### config.mk
export PLATFORM = sky130hd
export DESIGN_NAME = lfu_cache_tag_store_unit
export DESIGN_NICKNAME = d
export VERILOG_FILES = /design/src/design/lfu_pkg.sv /design/src/design/lfu_cache_tag_store_unit.sv /design/src/design/lfu_ram.sv /design/src/design/lfu_datapath.sv /design/src/design/lfu_ctrl.sv
export SDC_FILE = /design/constraint.sdc
export NUM_CORES = 2
export LEC_CHECK = 0
export BUFFER_PORTS_ARGS = -buffer_cell sky130_fd_sc_hd__buf_4
export CORE_ASPECT_RATIO = 0.7
export CORE_MARGIN = 3
export CORE_UTILIZATION = 24
export CTS_BUF_LIST = sky130_fd_sc_hd__clkbuf_8
export DETAILED_ROUTE_END_ITERATION = 16
export GPL_TIMING_DRIVEN = 0
export PLACE_DENSITY = 0.43
export RECOVER_POWER = 100
export SETUP_SLACK_MARGIN = 0.2
export SYNTH_ARGS = -nofsm -noshare
export SYNTH_HDL_FRONTEND = slang
export SYNTH_HIERARCHICAL = 1
export SYNTH_SLANG_ARGS = --single-unit
### constraint.sdc
create_clock -name clock -period 5.32 [get_ports clock]
set_input_delay 0.798 -clock clock [delete_from_list [all_inputs] [get_ports clock]]
set_output_delay 0.798 -clock clock [all_outputs]
set_load 0.005 [all_outputs]
### src/design/lfu_pkg.sv
// ----------------------------------------------------------------------------
// lfu_pkg
// Shared types and constants for the LFU cache tag store: field widths,
// controller states and the controller/datapath command and status groups.
// ----------------------------------------------------------------------------
package lfu_pkg;

   localparam int DEFAULT_CAPACITY = 64;
   localparam int KEY_W            = 16;
   localparam int CNT_W            = 16;
   localparam int SLOT_W           = 6;

   localparam logic [CNT_W-1:0] COUNT_MAX = 16'hFFFE;
   localparam logic [CNT_W:0]   BEST_INIT = 17'h10000;

   typedef enum logic [2:0] {
      ST_IDLE,
      ST_READ,
      ST_CHECK,
      ST_WRITE,
      ST_RESP
   } state_type;

   typedef struct packed {
      logic load;
      logic do_clear;
      logic fill_only;
      logic init_scan;
      logic read;
      logic check;
      logic write;
   } lfu_cmd_type;

   typedef struct packed {
      logic req_clear;
      logic fill_zero;
      logic match;
      logic last;
   } lfu_status_type;

endpackage

### src/design/lfu_cache_tag_store_unit.sv
// ----------------------------------------------------------------------------
// lfu_cache_tag_store_unit
// Fully associative least-frequently-used tag store with CAPACITY entries.
//
// Request: drive req_cmd/req_key with start; the request is taken at a rising
// edge where start is high and busy is low. req_cmd high clears the store.
// Response: rsp_valid is high for exactly one cycle with hit, slot, evicted,
// evicted_key and use_count; the receiver cannot stall it.
// Sequence: a clear goes from the accepting edge straight to the response.
// A lookup reads one entry per read/check state pair from the
// registered-read entry RAM (address state, compare state), scanning the
// entries up to and including a hit, or up to the fill level on a miss; a
// lookup into an empty store skips the scan. The victim search shares that
// pass; the entry write follows the scan and precedes the response.
// One request is in flight at a time; the next is taken in the cycle
// after the response.
// Reset clears the fill level and the controller; entry contents are not
// cleared and are only read once rewritten.
// ----------------------------------------------------------------------------
module lfu_cache_tag_store_unit
   import lfu_pkg::*;
#(
   parameter int CAPACITY = DEFAULT_CAPACITY
) (
   input  logic              clock,
   input  logic              reset,
   input  logic              start,
   output logic              busy,
   input  logic              req_cmd,
   input  logic [KEY_W-1:0]  req_key,
   output logic              rsp_valid,
   output logic              rsp_hit,
   output logic [SLOT_W-1:0] rsp_slot,
   output logic              rsp_evicted,
   output logic [KEY_W-1:0]  rsp_evicted_key,
   output logic [CNT_W-1:0]  rsp_use_count
);

   lfu_cmd_type    cmd;
   lfu_status_type status;

   lfu_ctrl u_ctrl (
      .clock     (clock),
      .reset     (reset),
      .start     (start),
      .status    (status),
      .cmd       (cmd),
      .busy      (busy),
      .rsp_valid (rsp_valid)
   );

   lfu_datapath #(
      .CAPACITY (CAPACITY)
   ) u_datapath (
      .clock           (clock),
      .reset           (reset),
      .req_cmd         (req_cmd),
      .req_key         (req_key),
      .cmd             (cmd),
      .status          (status),
      .rsp_hit         (rsp_hit),
      .rsp_slot        (rsp_slot),
      .rsp_evicted     (rsp_evicted),
      .rsp_evicted_key (rsp_evicted_key),
      .rsp_use_count   (rsp_use_count)
   );

endmodule

### src/design/lfu_ram.sv
// ----------------------------------------------------------------------------
// lfu_ram
// Generic single-write, single-read RAM with registered read data.
// ----------------------------------------------------------------------------
module lfu_ram #(
   parameter int WIDTH = 32,
   parameter int DEPTH = 64
) (
   input  logic                     clock,
   input  logic                     wr_en,
   input  logic [$clog2(DEPTH)-1:0] wr_addr,
   input  logic [WIDTH-1:0]         wr_data,
   input  logic                     rd_en,
   input  logic [$clog2(DEPTH)-1:0] rd_addr,
   output logic [WIDTH-1:0]         rd_data
);

   logic [WIDTH-1:0] mem_ff [DEPTH];
   logic [WIDTH-1:0] rd_data_ff;

   always_ff @(posedge clock) begin
      if (wr_en) begin
         mem_ff[wr_addr] <= wr_data;
      end
      if (rd_en) begin
         rd_data_ff <= mem_ff[rd_addr];
      end
   end

   assign rd_data = rd_data_ff;

endmodule

### src/design/lfu_datapath.sv
// ----------------------------------------------------------------------------
// lfu_datapath
// Entry RAM, fill level, scan index, running minimum and result registers.
// One entry is compared per read/check pair; the victim search runs in the
// same pass as the hit search.
// ----------------------------------------------------------------------------
module lfu_datapath
   import lfu_pkg::*;
#(
   parameter int CAPACITY = DEFAULT_CAPACITY
) (
   input  logic               clock,
   input  logic               reset,
   input  logic               req_cmd,
   input  logic [KEY_W-1:0]   req_key,
   input  lfu_cmd_type        cmd,
   output lfu_status_type     status,
   output logic               rsp_hit,
   output logic [SLOT_W-1:0]  rsp_slot,
   output logic               rsp_evicted,
   output logic [KEY_W-1:0]   rsp_evicted_key,
   output logic [CNT_W-1:0]   rsp_use_count
);

   localparam int IDX_W  = $clog2(CAPACITY);
   localparam int FILL_W = $clog2(CAPACITY + 1);
   localparam logic [FILL_W-1:0] FILL_MAX = FILL_W'(CAPACITY);

   logic [FILL_W-1:0] fill_ff, fill_in;
   logic [IDX_W-1:0]  idx_ff, idx_in;
   logic [KEY_W-1:0]  key_ff, key_in;
   logic [IDX_W-1:0]  best_idx_ff, best_idx_in;
   logic [CNT_W:0]    best_cnt_ff, best_cnt_in;
   logic [KEY_W-1:0]  best_key_ff, best_key_in;
   logic              hit_ff, hit_in;
   logic [IDX_W-1:0]  slot_ff, slot_in;
   logic              evicted_ff, evicted_in;
   logic [KEY_W-1:0]  ev_key_ff, ev_key_in;
   logic [CNT_W-1:0]  count_ff, count_in;

   logic [KEY_W+CNT_W-1:0] rd_data;
   logic [KEY_W-1:0]       rd_key;
   logic [CNT_W-1:0]       rd_cnt;
   logic [CNT_W-1:0]       cnt_inc;
   logic                   new_min;
   logic                   match;
   logic                   last;

   lfu_ram #(
      .WIDTH (KEY_W + CNT_W),
      .DEPTH (CAPACITY)
   ) u_ram (
      .clock   (clock),
      .wr_en   (cmd.write),
      .wr_addr (slot_ff),
      .wr_data ({key_ff, count_ff}),
      .rd_en   (cmd.read),
      .rd_addr (idx_ff),
      .rd_data (rd_data)
   );

   assign rd_key  = rd_data[KEY_W+CNT_W-1:CNT_W];
   assign rd_cnt  = rd_data[CNT_W-1:0];
   assign cnt_inc = (rd_cnt < COUNT_MAX) ? rd_cnt + CNT_W'(1) : rd_cnt;
   assign new_min = {1'b0, rd_cnt} < best_cnt_ff;
   assign match   = rd_key == key_ff;
   assign last    = (FILL_W'(idx_ff) + FILL_W'(1)) == fill_ff;

   assign status.req_clear = req_cmd;
   assign status.fill_zero = fill_ff == '0;
   assign status.match     = match;
   assign status.last      = last;

   always_comb begin
      fill_in     = fill_ff;
      idx_in      = idx_ff;
      key_in      = key_ff;
      best_idx_in = best_idx_ff;
      best_cnt_in = best_cnt_ff;
      best_key_in = best_key_ff;
      hit_in      = hit_ff;
      slot_in     = slot_ff;
      evicted_in  = evicted_ff;
      ev_key_in   = ev_key_ff;
      count_in    = count_ff;

      if (cmd.load) begin
         key_in = req_key;
      end

      if (cmd.do_clear) begin
         fill_in    = '0;
         hit_in     = 1'b0;
         slot_in    = '0;
         evicted_in = 1'b0;
         ev_key_in  = '0;
         count_in   = '0;
      end

      if (cmd.fill_only) begin
         hit_in     = 1'b0;
         slot_in    = fill_ff[IDX_W-1:0];
         fill_in    = fill_ff + FILL_W'(1);
         evicted_in = 1'b0;
         ev_key_in  = '0;
         count_in   = '0;
      end

      if (cmd.init_scan) begin
         idx_in      = '0;
         best_idx_in = '0;
         best_cnt_in = BEST_INIT;
         best_key_in = '0;
      end

      if (cmd.check) begin
         idx_in = idx_ff + IDX_W'(1);
         if (match) begin
            hit_in     = 1'b1;
            slot_in    = idx_ff;
            evicted_in = 1'b0;
            ev_key_in  = '0;
            count_in   = cnt_inc;
         end else begin
            if (new_min) begin
               best_idx_in = idx_ff;
               best_cnt_in = {1'b0, rd_cnt};
               best_key_in = rd_key;
            end
            if (last) begin
               hit_in   = 1'b0;
               count_in = '0;
               if (fill_ff < FILL_MAX) begin
                  slot_in    = fill_ff[IDX_W-1:0];
                  fill_in    = fill_ff + FILL_W'(1);
                  evicted_in = 1'b0;
                  ev_key_in  = '0;
               end else begin
                  slot_in    = new_min ? idx_ff : best_idx_ff;
                  evicted_in = 1'b1;
                  ev_key_in  = new_min ? rd_key : best_key_ff;
               end
            end
         end
      end
   end

   always_ff @(posedge clock) begin
      if (reset) begin
         fill_ff <= '0;
      end else begin
         fill_ff <= fill_in;
      end
   end

   always_ff @(posedge clock) begin
      idx_ff      <= idx_in;
      key_ff      <= key_in;
      best_idx_ff <= best_idx_in;
      best_cnt_ff <= best_cnt_in;
      best_key_ff <= best_key_in;
      hit_ff      <= hit_in;
      slot_ff     <= slot_in;
      evicted_ff  <= evicted_in;
      ev_key_ff   <= ev_key_in;
      count_ff    <= count_in;
   end

   assign rsp_hit         = hit_ff;
   assign rsp_slot        = SLOT_W'(slot_ff);
   assign rsp_evicted     = evicted_ff;
   assign rsp_evicted_key = ev_key_ff;
   assign rsp_use_count   = count_ff;

endmodule

### src/design/lfu_ctrl.sv
// ----------------------------------------------------------------------------
// lfu_ctrl
// Controller: accepts a request, sequences the scan, the entry write and
// the one-cycle response strobe.
// ----------------------------------------------------------------------------
module lfu_ctrl
   import lfu_pkg::*;
(
   input  logic           clock,
   input  logic           reset,
   input  logic           start,
   input  lfu_status_type status,
   output lfu_cmd_type    cmd,
   output logic           busy,
   output logic           rsp_valid
);

   state_type state_ff, state_in;

   always_ff @(posedge clock) begin
      if (reset) begin
         state_ff <= ST_IDLE;
      end else begin
         state_ff <= state_in;
      end
   end

   always_comb begin
      state_in  = state_ff;
      cmd       = '0;
      busy      = 1'b1;
      rsp_valid = 1'b0;
      unique case (state_ff)
         ST_IDLE: begin
            busy = 1'b0;
            if (start) begin
               cmd.load = 1'b1;
               if (status.req_clear) begin
                  cmd.do_clear = 1'b1;
                  state_in     = ST_RESP;
               end else if (status.fill_zero) begin
                  cmd.fill_only = 1'b1;
                  state_in      = ST_WRITE;
               end else begin
                  cmd.init_scan = 1'b1;
                  state_in      = ST_READ;
               end
            end
         end
         ST_READ: begin
            cmd.read = 1'b1;
            state_in = ST_CHECK;
         end
         ST_CHECK: begin
            cmd.check = 1'b1;
            if (status.match || status.last) begin
               state_in = ST_WRITE;
            end else begin
               state_in = ST_READ;
            end
         end
         ST_WRITE: begin
            cmd.write = 1'b1;
            state_in  = ST_RESP;
         end
         ST_RESP: begin
            rsp_valid = 1'b1;
            state_in  = ST_IDLE;
         end
         default: begin
            state_in = ST_IDLE;
         end
      endcase
   end

endmodule

==> impl_results.md <==
- Outcome: finished with violations
- Failing checks: max-capacitance violations, max-slew violations, negative setup slack
- Data arrival time of the critical path: 6.07 ns
- Number of antenna violations at the first check in global routing: 25
- Setup ws final: -0.0232 ns
- Dominant cell type by area after synthesis: sky130_fd_sc_hd__edfxtp_1
- Synth async-reset ratio: 0
- Core Rows: 181
- Highest achievable clock rate: 187 MHz
- Number of flops mapped to enable cells by yosys: 2102
- Library cells used by synthesis: 76
- Area used by multi-input combinational logic: 18400 um^2
- DP Cell Count: 8810
- Worst slew slack as a fraction of its limit: -1.07
- Combined area of all synthesized cells: around 85000 um^2
- Final Cell Area: 98500 um^2
- Wire length per cell after detailed routing: 32.4 um
- Crit-path max FO: 11
- First-pass GRT wire length: 405000 um
- Power per unit of standard cell area: 359 nW/um^2
- Post-Syn Area per Cell: 21.6 um^2
- Via count of the first global-routing pass: 44431
- Max Buffers Root-to-Sink: 4
- Post-layout net count: 4547
- Ratio of final minimum period to clock period: 1.00
- Area growth, synth to finish: 16.6%
- Post-route insts no fill: 9426
- Clock buffers created by TritonCTS: around 340
- Insertion delay to the later sink of the worst-skew pair: between 1 and 1.5 ns
- Root Buffer Master: sky130_fd_sc_hd__clkbuf_8
- Number of standard cells after synthesis: 3907
- RSZ-0062 raised after global routing: no
- Final period demand of the worst path: 5.34 ns
- List of cells traversed by the critical path: clkbuf_2, buf_2, clkbuf_2, clkbuf_1, clkbuf_2, mux2i_1, a21oi_1, a21oi_1, nor2_1
- Share of layout cells above drive strength 1: 0.250
- Fraction of synthesized cell area taken by the top area cell type: 0.747
- Slew at the pin closest to its max-slew limit: 3.11 ns
- Type of destination of the critical path: flop
- Die area: ~360000 um^2
- Maximum capacitance violations: 135
- H-tree levels: 5
- Classification of the worst-slack hold path: in -> reg
- Die outline height: 503 um
- Footprint of the flip-flops and latches: 64900 um^2
- Detailed-router iteration count before antenna repair: 6
- Sink Count: 2191
- Worst Setup Path Type: reg -> reg
- Layout Skew: 0.110 ns
- Hold Fails Final Rpt: 0
- Net Count, Synth: 3946
- Via count: around 46000
- Endpoints failing setup: 2
- Most common cell after layout, fill and taps aside: sky130_fd_sc_hd__edfxtp_1
- Number of warning messages in the yosys log: 6
- Global placement routability congestion: 0.863
- Commonest cells after routing, fill and taps aside: sky130_fd_sc_hd__edfxtp_1, sky130_fd_sc_hd__mux4_2, sky130_fd_sc_hd__clkbuf_8, sky130_fd_sc_hd__clkbuf_1, sky130_fd_sc_hd__nor2_1
- Total global routing track utilization: 0.166
- Area after DPL: 95200 um^2
- Part of the Yosys area used for sequential elements: 0.768
- Starting density of the core: 0.242
- Count of final max-slew check failures: about 2500
- Via/cell ratio: 4.84
- Clock Pin Slew Worst Setup and Hold Paths: about 0.07 ns
- Placeable core region: ~350000 um^2
- Top-level I/O count: 62
- GRT overflow: 0
- Fill cell instance count of the final layout: 34605
- Port-buffer cells: 60
- Worst IR drop on VDD: 175 uV
- Cell family contributing the most delay on the critical path: buffers and inverters
- Synthesis-stage register bit count: 2191
- Count of buffering cells on the critical path with inverters included: 5
- CTS tree: built
- Critical-path cell with the highest stage delay: sky130_fd_sc_hd__clkbuf_1
- Maximum number of pins on one net before global-route repair: 67
- Post-Route Hold Slack: between 0.15 and 0.2 ns
- DIE WIDTH: 715 um
- DP Wirelength: 207000 um
- Residual DRC: 0
- Static Leak: around 30 nW
- Most used flip-flop cell after synthesis: sky130_fd_sc_hd__edfxtp_1
- Number of DRC markers after the initial detailed-route iteration: slightly below 7000
- Longest individual stage delay on the worst path: just over 1 ns
- Final ANT Viol Nets: 0
- Top cell by count, worst path: sky130_fd_sc_hd__clkbuf_2
- Count of buffers added by post-CTS timing repair for setup: 0
- Drt total wl: 306000 um
- Worst path required time: 6.05 ns
- CP startpoint kind: flop
- Biggest area contributors in the synthesized netlist: sky130_fd_sc_hd__edfxtp_1, sky130_fd_sc_hd__mux4_2, sky130_fd_sc_hd__dfxtp_1
==> power by group <==
| part | switching, mW | internal, mW |
|---|---|---|
| Clock | 6.86 | 6.74 |
| Combinational | 1.69 | 0.897 |
| Sequential | 0.155 | 19.0 |
| Total | 8.71 | 26.7 |
==> cells in the mapped netlist (all sizes together), types with 6 or more instances <==
cell / instances
a21oi: 77
a22o: 19
a22oi: 13
a311oi: 8
and2: 11
and3: 11
buf: 132
clkbuf: 86
dfxtp: 89
edfxtp: 2102
ha: 19
inv: 24
mux2i: 121
mux4: 544
nand2: 86
nand2b: 36
nand3: 16
nand3b: 7
nand4: 9
nor2: 161
nor2b: 26
nor3: 15
nor4: 6
o21ai: 32
o221ai: 28
o22ai: 85
o2bb2ai: 19
o31ai: 16
or2: 9
xnor2: 14
xor2: 26
==> tightest hold or removal path: cells and delay by family <==
family,cells,cell delay [ns]
AOI/OAI and AO/OA,1,0.06
buffers and inverters,1,0.14
and+or+nand+nor,1,0.07
==> final cells by class <==
cell class	count	share of cell area
clock buffer	350	0.0489
antenna	8	0.000203
buffer	218	0.0110
tap	4666	0.0593
timing repair buffer	257	0.0200
sequential	2191	0.659
multi-input combinational	1474	0.187
clock inverter	238	0.0139
inverter	24	0.000914
==> routing by layer <==
| metal | share of wire | wire, um | global-route usage | up-vias |
|---|---|---|---|---|
| met5 | 0.00033 | 102 | 0 | - |
| met1 | 0.45 | 139000 | 0.248 | 25263 |
| met4 | 0.032 | 9790 | 0.0443 | 4 |
| li1 | - | - | - | 17619 |
| met3 | 0.093 | 28500 | 0.0397 | 499 |
| met2 | 0.42 | 129000 | 0.239 | 2247 |
==> per-stage QoR <==
step	setup TNS, ns	utilization	power, mW	setup WS (ns)
detailed placement	0	0.273	22.2	0.211
global placement	-1788.40	0.260	22.1	-3.05
finish	-0.0315	0.282	35.4	-0.0232
CTS	0	0.291	35.9	0.208
floorplan	0	-	20.9	1.61
global route	0	0.282	36.7	0.102
==> sequential cells by signal, summed over array words and instances (netlist names) <==
name,cells
u_datapath/u_ram/mem_ff,2048
u_datapath/rsp_evicted_key,16
u_datapath/best_key_ff,16
u_datapath/fill_ff,7
u_datapath/best_idx_ff,6
u_datapath/rsp_use_count,16
u_datapath/rsp_slot,6
u_datapath/idx_ff,6
u_ctrl/state_ff,3
u_datapath/best_cnt_ff,17
u_datapath/rsp_hit,1
u_datapath/key_ff,16
u_datapath/u_ram/rd_data,32
u_datapath/rsp_evicted,1
==> final timing paths <==
| check | start | endpoint | slack [ns] | cells past startpoint |
|---|---|---|---|---|
| worst max-delay path | u_datapath/idx_ff[1]$_SDFFCE_PN0P_ | u_datapath/u_ram/rd_data[11]$_DFFE_PP_ | -0.02 | 9 |
| worst min-delay path | req_cmd | u_ctrl/state_ff[2]$_SDFFE_PP0P_ | 0.17 | 3 |
| worst min register to register | u_datapath/rsp_hit$_DFF_P_ | u_datapath/rsp_hit$_DFF_P_ | 0.46 | 2 |
| worst max register to register | u_datapath/idx_ff[1]$_SDFFCE_PN0P_ | u_datapath/u_ram/rd_data[11]$_DFFE_PP_ | -0.02 | 9 |
==> cell families (layout without fill, tap and decap cells) <==
| group | count (synthesis) | count (layout) | synth area share |
|---|---|---|---|
| other cells | 0 | 8 | 0 |
| xor+xnor | 41 | 41 | 0.00450 |
| fa+ha+maj | 19 | 19 | 0.00281 |
| simple gates | 412 | 412 | 0.0239 |
| compound gates | 335 | 335 | 0.0275 |
| flops | 2191 | 2191 | 0.768 |
| mux | 667 | 667 | 0.160 |
| buf+inv | 242 | 1087 | 0.0140 |
==> repair_timing <==
action,in CTS,in global routing
setup endpoints to repair,0,2
endpoints found under the hold margin,22,0
hold buffers,17,0
resized for setup,0,4
Note: power is estimated with default switching activity, not from simulation.
